<file path="src/hdl/slic_pkg.sv">
// ---------------------------------------------------------------------------
// slic_pkg
// Shared types and codes for the sorted list intersection counter.
// ---------------------------------------------------------------------------
`default_nettype none

package slic_pkg;

    // Action codes carried on the input channel
    typedef enum logic [1:0] {
        ACT_FIRST  = 2'd0,
        ACT_SECOND = 2'd1,
        ACT_START  = 2'd2,
        ACT_NONE   = 2'd3
    } action_t;

    // Controller states
    typedef enum logic [1:0] {
        ST_IDLE = 2'd0,
        ST_WALK = 2'd1,
        ST_DONE = 2'd2
    } state_t;

    localparam int COUNT_W = 11;

    // Commands from controller to datapath
    typedef struct packed {
        logic load_first;
        logic load_second;
        logic walk_init;
        logic walk_step;
        logic finish;
    } cmd_t;

    // Status from datapath to controller
    typedef struct packed {
        logic walk_done;
        logic out_busy;
    } status_t;

endpackage

`default_nettype wire

</file>
<file path="src/hdl/slic_ctrl.sv">
// ---------------------------------------------------------------------------
// slic_ctrl
// Controller: accepts transfers in idle, sequences the merge walk and the
// result hand-off.
// ---------------------------------------------------------------------------
`default_nettype none

module slic_ctrl (
    input  wire logic            aclk,
    input  wire logic            aresetn,
    input  wire logic            s_valid,
    input  wire logic [1:0]      s_action,
    output logic                 s_ready,
    input  slic_pkg::status_t    status,
    output slic_pkg::cmd_t       cmd
);
    import slic_pkg::*;

    state_t state_reg;
    state_t state_next;
    logic   accept;

    // State register
    always_ff @(posedge aclk) begin
        if (!aresetn) begin
            state_reg <= ST_IDLE;
        end else begin
            state_reg <= state_next;
        end
    end

    // Next state and commands
    always_comb begin
        state_next      = state_reg;
        s_ready         = 1'b0;
        accept          = 1'b0;
        cmd             = '0;
        unique case (state_reg)
            ST_IDLE: begin
                s_ready = 1'b1;
                accept  = s_valid;
                if (accept) begin
                    unique case (action_t'(s_action))
                        ACT_FIRST:  cmd.load_first  = 1'b1;
                        ACT_SECOND: cmd.load_second = 1'b1;
                        ACT_START: begin
                            cmd.walk_init = 1'b1;
                            state_next    = ST_WALK;
                        end
                        ACT_NONE:   ;
                        default:    ;
                    endcase
                end
            end
            ST_WALK: begin
                if (status.walk_done) begin
                    state_next = ST_DONE;
                end else begin
                    cmd.walk_step = 1'b1;
                end
            end
            ST_DONE: begin
                // wait until the output register is free
                if (!status.out_busy) begin
                    cmd.finish = 1'b1;
                    state_next = ST_IDLE;
                end
            end
            default: state_next = ST_IDLE;
        endcase
    end

endmodule

`default_nettype wire

</file>
<file path="config.mk">
export PLATFORM = sky130hd
export DESIGN_NAME = slic_ctrl
export DESIGN_NICKNAME = d
export VERILOG_FILES = /design/src/hdl/slic_pkg.sv /design/src/hdl/slic_ctrl.sv
export SDC_FILE = /design/constraint.sdc
export NUM_CORES = 1
export LEC_CHECK = 0
export ABC_CLOCK_PERIOD_IN_PS = 850
export BUFFER_PORTS_ARGS = -buffer_cell sky130_fd_sc_hd__buf_4
export CORE_AREA = 2 2 39 41
export CTS_CLUSTER_SIZE = 8
export DETAILED_ROUTE_END_ITERATION = 8
export DIE_AREA = 0 0 41 43
export PLACE_DENSITY = 0.32
export SETUP_SLACK_MARGIN = 0.3
export SLEW_MARGIN = 25
export SYNTH_ARGS = -nofsm -noshare
export SYNTH_HDL_FRONTEND = slang
export SYNTH_SLANG_ARGS = --single-unit
</file>
<file path="constraint.sdc">
create_clock -name aclk -period 0.85 [get_ports aclk]
set_clock_uncertainty 0.05 [all_clocks]
set_input_delay 0.0425 -clock aclk [delete_from_list [all_inputs] [get_ports aclk]]
set_output_delay 0.0425 -clock aclk [all_outputs]
set_load 0.05 [all_outputs]
</file>
==> results.ini <==
[run_status]
outcome=finished with violations
violations=setup timing

[global_route]
grt_overflow=0
antenna_found_initial=0
grtUsageTotal_pct=7.52
grt_pass1_wl_microns=869
grt_max_degree=5
grt_pass1_vias=214

[placement]
dpl.hpwl_microns=409
gp_congestion=0.553
io_buffers=12
pre_cts_slack_ns=-0.137
dp_cells=46

[timing]
setup-violations-final=8
hold_violations=0
max_freq_mhz=835
whs_ns=0.0260
post-route-min-period_ns=1.20
slew_violations=0
min_period_over_period_pct=141
relSlewSlack_pct=90.2
post-route-worst-setup-slack_ns=-0.348
fin_setup_tns_ns=-1.95
rsz0062_at_grt=true
max_slew.worst_pin.slew_ns=0.147

[floorplanning]
fp.dieW_microns=41
die_area_sq_um=1760
fp.dieH_microns=43
num_io_pins=13
coreArea_sq_um=1380
std_cell_rows=14
start_util_pct=10.2

[route]
drt-total-wl_microns=582
via_count=204
avgRoutedWirePerCell_microns=11.4
drt_iter0_markers=0
postRouteAntennaNets=0
drt-vias-per-instance=4.00
drc=0
drt_pass1_iterations=1

[min_path]
whs_endpoint=state_reg[0]
hold_path.class=in -> reg
worstHoldStart=aresetn
holdPathStages=3

[clock_tree]
cts_tree=built
clk_pin_slew_ns=0.03
clkSinkCount=2
htree_levels=1
clockBufferDepth=2
numCtsBuffers=3
cts-root-buf=clkbuf_4
clk_latency_ns=0.22

[synth]
synth.net_count=22
synth.avg_cell_area_sq_um=9.43
synth_area_sq_um=141
ys_ff_latch=2
yosysUniqueCellTypes=11
synth_warnings=0
synthCells=15
seq_area_frac_synth_pct=28.3

[cells_and_area]
num_antenna_cells=0
largest_reg_flops=2
fin_cells=51
nets=44
final_layout_size_suffix_gt1_share_pct=80.0
area_growth_pct=186

[critical_path]
cp_max_fo=4
cp.required_ns=0.76
reg2regPathDepth=4
worstSetupPathType=reg -> out
worst_path_max_delay_cell=dfxtp_2
critPathMaxStageDelay_ns=0.34
cp-start-kind=register
worstPathCellList=nor2_4 -> and4b_4 -> buf_8
rr_startpoint=state_reg[0]
timing.rr.end=state_reg[1]
r2r_setup_slack_ns=-0.12
arrival_ns=1.11
worstSetupEndpointType=output port

[job]
drv_cap=0

[power]
power.total_mw=0.462
ir_drop_mv=0.309
p_per_area_nw_per_um2=1140
p_leak_nw=0.166

-- placed cells by master, fill, tap and decap left out, drive strengths merged --
cell / netlist / final
and4bb: 1 / 1
buf: 0 / 17
clkbuf: 0 / 3
nand4bb: 1 / 1
nand3b: 2 / 2
dfxtp: 2 / 2
and4b: 2 / 2
nand2b: 2 / 2
a21boi: 1 / 1
nor3b: 1 / 1
a21oi: 1 / 1
nor2: 2 / 2
-- worst max-delay path, delay by kind of cell, from the launching register on --
family | cells | cell delay [ns]
simple gates | 2 | 0.40
flops | 1 | 0.34
buf+inv | 1 | 0.14
-- where the power goes --
group | internal (mW) | total (mW) | switching [mW]
Clock | 0.156 | 0.213 | 0.0565
Combinational | 0.0797 | 0.149 | 0.0696
Sequential | 0.0957 | 0.100 | 0.00470
-- synthesized netlist by cell type --
cell | n | area share [%]
and4bb_1 | 1 | 8.8
and4b_1 | 2 | 14
a21oi_1 | 1 | 3.5
nand4bb_1 | 1 | 8.0
dfxtp_1 | 2 | 28
nand3b_1 | 2 | 11
a21boi_0 | 1 | 5.3
nor2_2 | 1 | 4.4
nand2b_1 | 2 | 8.8
nor3b_1 | 1 | 5.3
nor2_1 | 1 | 2.7
-- final cells by class --
| type | instances | area, sq um |
|---|---|---|
| well taps | 16 | 20.0 |
| fillers | 148 | 980 |
| repair buffers | 17 | 180 |
| multi-input cells | 13 | 136 |
| clock buffers | 3 | 22.5 |
| flip-flops and latches | 2 | 45.0 |
-- logic make-up (layout without fill, tap and decap cells) --
logic type,count (synthesis),in the layout,share of synthesized area (%)
compound gates,2,2,8.85
buf+inv,0,20,0
flops,2,2,28.3
simple gates,11,11,62.8
-- metal layers --
metal / GRT usage [%] / wire length [microns] / share of wire (%) / vias to the layer above
li1: - / - / - / 99
met1: 7.67 / 248 / 43 / 92
met2: 11.3 / 262 / 45 / 13
met3: 3.14 / 70 / 12 / 0
met4: 6.00 / 0 / 0 / 0
met5: 0 / 0 / 0 / -
-- worst max-delay path by stage --
stage          cells after the start  slack, ns      to    startpoint
2_1_floorplan                      2      -0.32  cmd[2]  state_reg[0]
3_3_place_gp                       3      -0.13  cmd[3]  state_reg[0]
3_5_place_dp                       3      -0.14  cmd[3]  state_reg[0]
4_1_cts                            3      -0.35  cmd[4]  state_reg[1]
5_1_grt                            3      -0.39  cmd[4]  state_reg[1]
6_report                           3      -0.35  cmd[3]  state_reg[1]
-- stage by stage --
stage	util (%)	instance area, sq um
after CTS	28.6	395
after global routing	29.2	404
after floorplan	-	173
after detailed placement	22.1	305
after global placement	22.1	305
final	29.2	404
-- what timing repair did --
item / CTS / global route
endpoints found under the hold margin: 0 / 0
setup buffers: 2 / 0
pin swaps: 5 / 1
endpoints found under the setup margin: 8 / 8
hold buffers: 0 / 0
resized for setup: 16 / 2
Note: power is estimated with default switching activity, not from simulation.
